--- src/rtl/mpc_pkg.sv ---
// Shared constants and control types for the multiclass perceptron classifier.
package mpc_pkg;

    localparam int NUM_CLASSES_DEF  = 4;
    localparam int NUM_FEATURES_DEF = 8;

    localparam int FEAT_W   = 8;
    localparam int PC_W     = 32;
    localparam int SIG_W    = 64;
    localparam int WEIGHT_W = 32;
    localparam int ETA_W    = 16;
    localparam int LABEL_W  = 2;
    localparam int PRED_W   = 2;

    localparam logic [ETA_W-1:0] ETA_RESET = 16'd256;

    localparam logic CMD_CLASSIFY = 1'b0;
    localparam logic CMD_TRAIN    = 1'b1;

    // scoring pipeline tag, one per class issued
    typedef struct packed {
        logic valid;
        logic first;
        logic last;
    } mpc_tag_t;

    // weight update strobe to the lanes
    typedef struct packed {
        logic en;
        logic add;
    } mpc_upd_t;

endpackage

--- src/rtl/mpc_merge.sv ---
// Merge stage: adds lane products into a class score and keeps the running best class.
module mpc_merge #(
    parameter int NUM_CLASSES  = mpc_pkg::NUM_CLASSES_DEF,
    parameter int NUM_FEATURES = mpc_pkg::NUM_FEATURES_DEF
) (
    input  logic                                                  aclk,
    input  logic                                                  aresetn,
    input  mpc_pkg::mpc_tag_t                                     tag_in,
    input  logic signed [mpc_pkg::FEAT_W+mpc_pkg::WEIGHT_W-1:0]   fprod [NUM_FEATURES],
    input  logic signed [mpc_pkg::PC_W+mpc_pkg::WEIGHT_W-1:0]     pprod,
    output logic                                                  done,
    output logic [$clog2(NUM_CLASSES)-1:0]                        best_cls
);

    localparam int CLS_W   = $clog2(NUM_CLASSES);
    localparam int FPROD_W = mpc_pkg::FEAT_W + mpc_pkg::WEIGHT_W;
    localparam int PPROD_W = mpc_pkg::PC_W + mpc_pkg::WEIGHT_W;
    localparam int FSUM_W  = FPROD_W + $clog2(NUM_FEATURES + 1);
    localparam int SCORE_W = ((PPROD_W > FSUM_W) ? PPROD_W : FSUM_W) + 2;

    mpc_pkg::mpc_tag_t           tag2_reg;
    logic signed [FSUM_W-1:0]    fsum;
    logic signed [FSUM_W-1:0]    fsum_reg;
    logic signed [PPROD_W-1:0]   pcp_reg;
    logic signed [SCORE_W-1:0]   score;
    logic signed [SCORE_W-1:0]   best_reg;
    logic [CLS_W-1:0]            best_cls_reg;
    logic [CLS_W-1:0]            cnt_reg;
    logic [CLS_W-1:0]            cur_cls;
    logic                        done_reg;
    logic                        take;

    always_comb begin
        fsum = '0;
        for (int i = 0; i < NUM_FEATURES; i++) begin
            fsum = fsum + FSUM_W'(fprod[i]);
        end
    end

    assign score    = SCORE_W'(fsum_reg) + SCORE_W'(pcp_reg);
    assign cur_cls  = tag2_reg.first ? '0 : cnt_reg;
    assign take     = tag2_reg.first || (score > best_reg);
    assign done     = done_reg;
    assign best_cls = best_cls_reg;

    always_ff @(posedge aclk) begin
        if (!aresetn) begin
            tag2_reg     <= '0;
            cnt_reg      <= '0;
            best_cls_reg <= '0;
            done_reg     <= 1'b0;
        end else begin
            tag2_reg <= tag_in;
            done_reg <= tag2_reg.valid && tag2_reg.last;
            if (tag2_reg.valid) begin
                cnt_reg <= cur_cls + 1'b1;
                if (take) begin
                    best_cls_reg <= cur_cls;
                end
            end
        end
    end

    always_ff @(posedge aclk) begin
        fsum_reg <= fsum;
        pcp_reg  <= pprod;
        if (tag2_reg.valid && take) begin
            best_reg <= score;
        end
    end

endmodule

--- config.mk ---
export PLATFORM = sky130hd
export DESIGN_NAME = mpc_merge
export DESIGN_NICKNAME = d
export VERILOG_FILES = /design/src/rtl/mpc_pkg.sv /design/src/rtl/mpc_merge.sv
export SDC_FILE = /design/constraint.sdc
export NUM_CORES = 1
export LEC_CHECK = 0
export ABC_CLOCK_PERIOD_IN_PS = 18900
export BUFFER_PORTS_ARGS = -buffer_cell sky130_fd_sc_hd__clkbuf_2
export CORE_UTILIZATION = 50
export CTS_CLUSTER_DIAMETER = 200
export DETAILED_ROUTE_END_ITERATION = 16
export PLACE_DENSITY = 0.75
export SYNTH_ARGS = -nofsm -noshare
export SYNTH_HDL_FRONTEND = slang
export SYNTH_SLANG_ARGS = --single-unit
--- constraint.sdc ---
create_clock -name aclk -period 18.9 [get_ports aclk]
set_input_delay 2.835 -clock aclk [delete_from_list [all_inputs] [get_ports aclk]]
set_output_delay 2.835 -clock aclk [all_outputs]
set_load 0.01 [all_outputs]
==> out/qor.yml <==
outcome:
  outcome: "finished clean"
critical_path:
  worstPathCellList: "clkbuf_2 -> fa_1 -> fa_1 -> fa_1 -> fa_1 -> ha_1 -> inv_1 -> fa_1 -> nor2b_1 -> o31a_1 -> o2bb2ai_2 -> o2111ai_1 -> nand3_1 -> a21oi_1 -> a221oi_2 -> o31ai_2 -> a311o_1 -> a21oi_1 -> xnor2_1"
  crit_type: "primary input to flip-flop"
  r2r_slack_ns: 12.21
  path_depth: 19
  worstReg2RegStart: "fsum_reg[43]"
  cp.required_ns: 19.27
  rr_worst_depth: 23
  crit_path_end_kind: "flip-flop"
  cp_num_buf_inv: 2
  critPathMaxStageDelay_ns: 0.53
  rr_endpoint: "best_reg[1]"
  critPathMaxFanout: 4
  path_delay_family: "adder cells"
  critPathSlowestCell: "fa_1"
  critPathMostFrequentCell: "fa_1"
  arrival_ns: 7.97
  crit_path_start_kind: "primary input"
placement:
  pre_cts_slack_ns: 10.82
  place.gp.congestion: 0.907
  port_buffers: 391
  dp_hpwl_um: 32400
final_layout:
  finalCoreUtilization: 0.597
  largest_reg_flops: 65
  drive_gt1_frac: 0.211
  fillCellCount: 2967
  final_nets: 2929
  area_delta_synth_final_pct: 17.3
grt:
  grt_max_degree: 66
  first_global_vias: 14500
  grt_pass1_wl_um: 64300
  grt_util_all_layers: 0.219
  gr-total-overflow: 0
  grt_antenna_before_repair: 2
synthesis:
  synth_xor_area_frac: 0.0492
  synthAdderAreaFrac: 0.401
  synth_seq_cells: 181
  synthesis.area_mm2: 0.0176
  synthDominantCellAreaShare: 0.278
  synthFlopType: "dfxtp_1"
  synth_area_per_cell_um2: 10.2
  synth_nets: 2540
  synth_compound_area_frac: 0.146
  synth_top_cell_by_area: "fa_1"
  synth_edf_count: 65
  synthTopCellsByCount: "inv_1 (368), fa_1 (245), ha_1 (173)"
  seq_area_frac_synth: 0.243
  ys_warn_count: 0
  syn_inst: 1733
  synth_top_family_by_area: "adder cells"
  post_synth_and_or_nand_nor_area_fraction: 0.0776
  ys_types: 72
  synthMuxAreaShare: 0
  synth.area.top_cells: "fa_1 (28%), dfxtp_1 (13%), ha_1 (12%)"
  async_reset_ff_frac: 0
  yosysMostFrequentCell: "inv_1"
clocking:
  cts-root-buf: "clkbuf_16"
  numCtsBuffers: 17
  cts_tree: "yes"
  clk_path_buf_depth: 2
  clock_sinks: 181
  post_cts_buffers: 0
  clk_latency_ns: 0.44
  ctsResizeCount: 0
  cts_max_level: 4
  hold_buffers: 0
  clkTransAtPathRegs_ns: 0.07
floorplan:
  core-area_mm2: 0.0346
  die_x_um: 190
  die-area_mm2: 0.0360
  start_util: 0.509
  ios: 392
  rows: 68
  fp.dieH_um: 190
run:
  maxCapViolCount: 0
min_path:
  hp-class: "flip-flop to flip-flop"
  hold_end: "done"
  whs_path_depth: 1
  min_from: "tag2_reg[0]"
timing:
  rsz0062_at_grt: "false"
  finalClockSkew_ns: 0.0137
  relSlewSlack: 0.405
  min_period_over_period: 0.402
  fin_crit_ns: 7.60
  hold_viol: 0
  layout_setup_ws_ns: 11.30
  fmax_mhz: 132
  fin_setup_tns_ns: 0
  final-setup-viol-count: 0
  worst_slew_pin_slew_ns: 0.891
  drv_slew: 0
  holdWs_ns: 0.470
drt:
  drt_iter0_markers: 588
  wl_per_cell_um: 14.3
  postRouteAntennaNets: 0
  drt_wl_total_um: 37100
  dr.pass1.iters: 11
  route.vias.total: 13400
  drc: 0
  vias_per_cell: 5.15
power_and_ir_drop:
  vdd_drop_max_mv: 0.0990
  p_per_area_mw_per_mm2: 196
  leakagePower_nw: 10.6
## cell type report
class	count	area, um2	area share
sequential	181	4270	0.207
inverter	368	1380	0.0668
multi-input combinational	1162	11900	0.574
clock inverter	14	179	0.00865
clock buffer	18	429	0.0208
tap	455	569	0.0275
antenna	1	2.50	0.000121
timing repair buffer	392	1960	0.0950
## per-layer routing
layer,routed length [um],track usage,vias up,part of all wire
li1,-,-,6517,-
met1,15200,0.260,6410,0.41
met2,19400,0.408,370,0.52
met3,1630,0.0273,57,0.044
met4,886,0.0658,2,0.024
met5,13,0,-,0.00035
## logic make-up after synthesis
kind of cell / after synthesis
AO/OA/AOI/OAI: 379
AND/OR/NAND/NOR: 266
flip-flops: 181
buffers and inverters: 390
adder cells (fa/ha/maj): 418
XOR/XNOR: 99
## report_power, final
part / leakage (nW) / switching, mW / internal, mW
logic: 8.74 / 1.69 / 1.34
registers: 1.58 / 0.0427 / 0.617
clock network: 0.298 / 0.175 / 0.192
total: 10.6 / 1.91 / 2.15
## per-stage QoR
| step | cells | cell area (um2) | total power, mW |
|---|---|---|---|
| after floorplan | 1733 | 17600 | 3.04 |
| after CTS | 2590 | 20700 | 4.07 |
| after global routing | 2591 | 20700 | 4.53 |
| after detailed placement | 2558 | 20100 | 3.69 |
| final | 2591 | 20700 | 4.06 |
| after global placement | 2558 | 20100 | 3.59 |
## worst reg2reg max path, cell delays in order (launching register included)
cell	delay (ns)
dfxtp_1	0.90
ha_1	0.42
nand2_1	0.14
nor2_1	0.08
and3_1	0.20
o2111ai_1	0.13
a31oi_1	0.08
nor3_1	0.46
a21oi_2	0.13
nor2_1	0.29
o21ai_0	0.22
a21oi_1	0.21
xnor2_1	0.12
ha_1	0.30
nand3_1	0.09
nor2_1	0.11
nand2_1	0.08
nor3_1	0.19
nand4_1	0.18
nor3_1	0.30
a311oi_1	0.09
a211oi_1	0.67
o21a_2	0.21
buf_4	0.64
## worst max path at each step
stage | start | end | slack [ns]
finish | fprod[2] | fsum_reg[42] | 11.30
global route | fprod[2] | fsum_reg[42] | 11.07
CTS | fprod[2] | fsum_reg[42] | 11.27
detailed placement | fprod[2] | fsum_reg[42] | 10.82
global placement | fprod[2] | fsum_reg[42] | 10.97
floorplan | fprod[2] | fsum_reg[42] | 11.57
## placed cells by master, fill, tap and decap left out, types with 47 or more instances in the layout
cell type | netlist | final
dfxtp_1 | 116 | 116
xnor2_1 | 69 | 69
nor2_1 | 70 | 70
nand2_1 | 50 | 50
ha_1 | 173 | 173
fa_1 | 245 | 245
clkbuf_2 | 2 | 391
o21ai_0 | 47 | 47
inv_1 | 368 | 368
a21oi_1 | 121 | 121
edfxtp_1 | 65 | 65
a21o_1 | 85 | 85
Note: power is estimated with default switching activity, not from simulation.
