--- config.mk ---
export PLATFORM = sky130hd
export DESIGN_NAME = mpc_lane
export DESIGN_NICKNAME = d
export VERILOG_FILES = /design/src/rtl/mpc_pkg.sv /design/src/rtl/mpc_lane.sv
export SDC_FILE = /design/constraint.sdc
export NUM_CORES = 1
export LEC_CHECK = 0
export BUFFER_PORTS_ARGS = -buffer_cell sky130_fd_sc_hd__buf_2
export CELL_PAD_IN_SITES_DETAIL_PLACEMENT = 2
export CELL_PAD_IN_SITES_GLOBAL_PLACEMENT = 2
export CORE_MARGIN = 2
export CORE_UTILIZATION = 35
export DETAILED_ROUTE_END_ITERATION = 7
export HOLD_SLACK_MARGIN = 0.06
export PLACE_DENSITY_LB_ADDON = 0.1
export SETUP_SLACK_MARGIN = 0.2
export SLEW_MARGIN = 20
export SYNTH_ARGS = -nofsm -noshare
export SYNTH_HDL_FRONTEND = slang
export SYNTH_SLANG_ARGS = --single-unit
--- constraint.sdc ---
create_clock -name aclk -period 10.3 [get_ports aclk]
set_clock_uncertainty 0.2 [all_clocks]
set_input_delay 2.06 -clock aclk [delete_from_list [all_inputs] [get_ports aclk]]
set_output_delay 2.06 -clock aclk [all_outputs]
set_load 0.05 [all_outputs]
--- src/rtl/mpc_pkg.sv ---
// Shared constants and control types for the multiclass perceptron classifier.
package mpc_pkg;

    localparam int NUM_CLASSES_DEF  = 4;
    localparam int NUM_FEATURES_DEF = 8;

    localparam int FEAT_W   = 8;
    localparam int PC_W     = 32;
    localparam int SIG_W    = 64;
    localparam int WEIGHT_W = 32;
    localparam int ETA_W    = 16;
    localparam int LABEL_W  = 2;
    localparam int PRED_W   = 2;

    localparam logic [ETA_W-1:0] ETA_RESET = 16'd256;

    localparam logic CMD_CLASSIFY = 1'b0;
    localparam logic CMD_TRAIN    = 1'b1;

    // scoring pipeline tag, one per class issued
    typedef struct packed {
        logic valid;
        logic first;
        logic last;
    } mpc_tag_t;

    // weight update strobe to the lanes
    typedef struct packed {
        logic en;
        logic add;
    } mpc_upd_t;

endpackage

--- src/rtl/mpc_lane.sv ---
// One lane: per-class weights of one feature, score product and saturating update.
module mpc_lane #(
    parameter int NUM_CLASSES = mpc_pkg::NUM_CLASSES_DEF,
    parameter int IN_W        = mpc_pkg::FEAT_W
) (
    input  logic                                      aclk,
    input  logic                                      aresetn,
    input  logic [IN_W-1:0]                           feat,
    input  logic [mpc_pkg::ETA_W-1:0]                 eta,
    input  logic [$clog2(NUM_CLASSES)-1:0]            cls,
    input  mpc_pkg::mpc_upd_t                         upd,
    output logic signed [IN_W+mpc_pkg::WEIGHT_W-1:0]  prod
);

    localparam int WW    = mpc_pkg::WEIGHT_W;
    localparam int DW    = IN_W + mpc_pkg::ETA_W;
    localparam int SUM_W = ((DW + 1 > WW + 1) ? DW + 1 : WW + 1) + 1;

    logic signed [WW-1:0]      w_reg [NUM_CLASSES];
    logic signed [WW-1:0]      w_rd;
    logic signed [IN_W+WW:0]   prod_full;
    logic signed [IN_W+WW-1:0] prod_reg;
    logic [DW-1:0]             delta_reg;
    logic signed [SUM_W-1:0]   wx;
    logic signed [SUM_W-1:0]   dx;
    logic signed [SUM_W-1:0]   sum;
    logic [SUM_W-WW:0]         sum_hi;
    logic signed [WW-1:0]      w_next;

    assign w_rd      = w_reg[cls];
    assign prod_full = $signed({1'b0, feat}) * w_rd;
    assign prod      = prod_reg;

    always_comb begin
        wx     = SUM_W'(w_rd);
        dx     = SUM_W'($signed({1'b0, delta_reg}));
        sum    = upd.add ? (wx + dx) : (wx - dx);
        sum_hi = sum[SUM_W-1:WW-1];
        if ((&sum_hi) || !(|sum_hi)) begin
            w_next = sum[WW-1:0];
        end else if (sum[SUM_W-1]) begin
            w_next = {1'b1, {(WW-1){1'b0}}};
        end else begin
            w_next = {1'b0, {(WW-1){1'b1}}};
        end
    end

    always_ff @(posedge aclk) begin
        if (!aresetn) begin
            for (int k = 0; k < NUM_CLASSES; k++) begin
                w_reg[k] <= '0;
            end
        end else if (upd.en) begin
            w_reg[cls] <= w_next;
        end
    end

    always_ff @(posedge aclk) begin
        prod_reg  <= prod_full[IN_W+WW-1:0];
        delta_reg <= DW'(feat) * DW'(eta);
    end

endmodule

==> run_results.csv <==
group,metric,value,unit
clocking,cts_resized,0,
routing,wl_per_cell,21.8,um
clocking,cts-buffers-inserted,17,
placed_design,place_congestion,0.821,
timing,layout_min_cycle_time,8.42,ns
yosys,synth_fp_nets,2714,
floorplanning,die-area,64200,um2
yosys,avgSynthCellArea,9.68,um2
min_path,min_from,"delta_reg[0]$_DFF_P_",
critical_path,critPathLaunchType,"input port",
critical_path,worstSetupStartpoint,"cls[0]",
pwr,vdd_drop_max,0.134,mV
run_status,status,"finished clean",
clocking,postCtsSetupBuffers,0,
min_path,hp-class,"flop to flop",
critical_path,crit_fanout,22,
yosys,ys_top_cells_by_area,"fa_1, edfxtp_1, ha_1",
yosys,synth.top_cell.area_share,0.259,
clocking,cts_tree,"yes",
timing,report.final.slew_viol_count,0,
clocking,clk_latency,0.52,ns
clocking,cts.htree.levels,4,
timing,period_share,0.817,
routing,dr.pass1.iters,5,
layout,register_area,5120,um2
pwr,p_per_area,299,nW/um2
critical_path,cp_data_required_time,10.50,ns
yosys,synthSimpleGateAreaFrac,0.153,
global_route,grt_pass1_wl,109000,um
yosys,synth_seq_cells,192,
global_route,overflow,0,
timing,layout_setup_ws,1.88,ns
yosys,synthTopCellsByCount,"inv_1, fa_1, nand2_1",
yosys,synth-compound-area-share,0.110,
layout,drive_gt1_frac,0.0814,
pwr,sw_frac_of_total,0.525,
critical_path,path_class,"input port to flop",
pwr,leakage,11.2,nW
timing,tightest_slew,1.04,ns
yosys,synth_mux_area_frac,0.0346,
yosys,syn_inst,2247,
pwr,p_seq_frac,0.164,
routing,drt_iter0_markers,636,
layout,largest_reg_flops,128,
timing,hold_ws,0.673,ns
pwr,combPwrFrac,0.732,
floorplanning,io_pins,70,
timing,rsz0062_at_grt,"no",
floorplanning,initial_core_util,0.353,
layout,area.growth.synth_to_final,8.53,%
critical_path,endpoint_kind,"flop",
yosys,synth_area,21800,um2
layout,fin_nets,2738,
routing,drc_errors,0,
yosys,ys_seq_area_frac,0.236,
clocking,clockBufferDepth,2,
yosys,yosysUniqueCellTypes,74,
pwr,power_frac_clock,0.104,
critical_path,r2r-start,"delta_reg[9]$_DFF_P_",
layout,fin_area,23600,um2
timing,fmaxAchievable,119,MHz
routing,final_antenna_net_count,0,
yosys,synth_edf_count,128,
placed_design,dp_hpwl,52400,um
clocking,clkTransAtPathRegs,0.09,ns
run,maxCapViolCount,0,
yosys,synthAdderAreaFrac,0.350,
yosys,synth-main-ff-cell,"edfxtp_1",
global_route,grtUsageTotal,0.222,
clocking,cts_hold_buf,0,
global_route,grt_pass1_vias,18776,
routing,viasPerCell,5.20,
yosys,yosysMostFrequentCell,"inv_1",
timing,setup-violations-final,0,
yosys,synthArstFlopShare,0,
timing,max_slew_margin,0.307,
yosys,yosysWarnings,0,
placed_design,dp_worst_setup_slack,1.22,ns
layout,multiInputGateArea,15000,um2
yosys,synth_largest_area_cell,"fa_1",
layout,nFillCells,6750,
floorplanning,num_rows,91,
floorplanning,die_width,253,um
routing,totalWireLength,68000,um
global_route,antenna_found_initial,2,
global_route,grt_max_degree,49,
timing,fin_tns_setup,0,ns
timing,final_hold_viol_count,0,
yosys,synth_top_family_by_area,"adder cells",
floorplanning,core-area,61600,um2
critical_path,cp_data_arrival_time,8.61,ns
placed_design,port_buffers,69,
clocking,root_buffer,"clkbuf_16",
pwr,switchingPower,0.00371,W
clocking,clock-sinks,192,
pwr,internal_power,0.00335,W
placed_design,placed_area,23000,um2
routing,vias,16250,
floorplanning,die_y,253,um
yosys,synth_xor_area_frac,0.0394,
## metrics by stage
| stage | std cells | power, W | utilization |
|---|---|---|---|
| 4_1_cts | 3121 | 0.00716 | 0.383 |
| 5_1_grt | 3121 | 0.00779 | 0.383 |
| 3_3_place_gp | 3089 | 0.00621 | 0.373 |
| 3_5_place_dp | 3089 | 0.00638 | 0.373 |
| 2_1_floorplan | 2247 | 0.00492 | - |
| 6_report | 3123 | 0.00706 | 0.383 |
## worst paths after layout
check | slack, ns | cells after the start | end
max reg2reg | 3.92 | 16 | w_reg[1][13]$_SDFFCE_PN0P_
min | 0.67 | 3 | w_reg[1][0]$_SDFFCE_PN0P_
max | 1.88 | 20 | prod[39]$_DFF_P_
min reg2reg | 0.67 | 3 | w_reg[1][0]$_SDFFCE_PN0P_
## power by group through the flow
stage,Clock (W),Combinational [W],Sequential [W]
6_report,0.000736,0.00517,0.00115
5_1_grt,0.000781,0.00583,0.00118
4_1_cts,0.000755,0.00524,0.00116
3_5_place_dp,0,0.00520,0.00118
3_3_place_gp,0,0.00505,0.00117
2_1_floorplan,0,0.00348,0.00144
## per-layer routing
layer / vias to the layer above / routed length (um) / global-route usage / part of all wire
met5: - / 16 / 0 / 0.00024
met4: 2 / 853 / 0.0480 / 0.013
met3: 48 / 1250 / 0.0294 / 0.018
met2: 132 / 34000 / 0.390 / 0.50
met1: 8669 / 31900 / 0.292 / 0.47
li1: 7399 / - / - / -
## cells by family after synthesis
kind of cell | after synthesis
flip-flops | 192
XOR/XNOR | 98
buffers and inverters | 445
multiplexers | 35
AO/OA/AOI/OAI | 378
adder cells (fa/ha/maj) | 441
AND/OR/NAND/NOR | 658
## worst max-delay path: stages
cell	delay [ns]
buf_2	0.60
buf_4	0.39
mux4_2	0.67
and2_1	0.23
fa_1	0.46
fa_1	0.56
inv_1	0.06
fa_1	0.46
fa_1	0.55
inv_1	0.04
ha_1	0.32
o21ai_0	0.14
o21ai_0	0.29
a2111oi_0	0.17
buf_4	0.17
nor3_1	0.48
o211ai_1	0.25
a21boi_0	0.38
a21oi_1	0.15
xnor2_1	0.14
## layout make-up
| cell class | count | share of cell area |
|---|---|---|
| Antenna cell | 2 | 0.000212 |
| Clock buffer | 17 | 0.0180 |
| Clock inverter | 15 | 0.00800 |
| Inverter | 361 | 0.0574 |
| Multi-Input combinational cell | 1610 | 0.634 |
| Sequential cell | 192 | 0.217 |
| Tap cell | 837 | 0.0443 |
| Timing Repair Buffer | 89 | 0.0211 |
## layout by cell type, fill, tap and decap left out, types with 8 or more instances in the layout
cell       netlist  layout
dfxtp_1         64      64
o31ai_1          8       8
a21oi_1         97      97
buf_2            3      68
inv_1          361     361
a211oi_1        16      16
buf_4            1      21
edfxtp_1       128     128
o21bai_1        10      10
xor2_1          48      48
o21a_1          19      19
o21ai_0        106     102
nor2_1         110     110
nand2_1        223     223
nand4_1          8       8
o21ai_2         10      14
fa_1           281     281
a21o_1          47      46
nor3_1          18      18
mux4_2          32      32
and2_1         210     210
xnor2_1         50      50
ha_1           156     156
a31oi_1          9       9
nand2b_1         8       8
clkbuf_16        0      17
and3_1          11      11
nand3_1         20      20
nor2b_1         13      13
(Power assumes the default switching activity.)
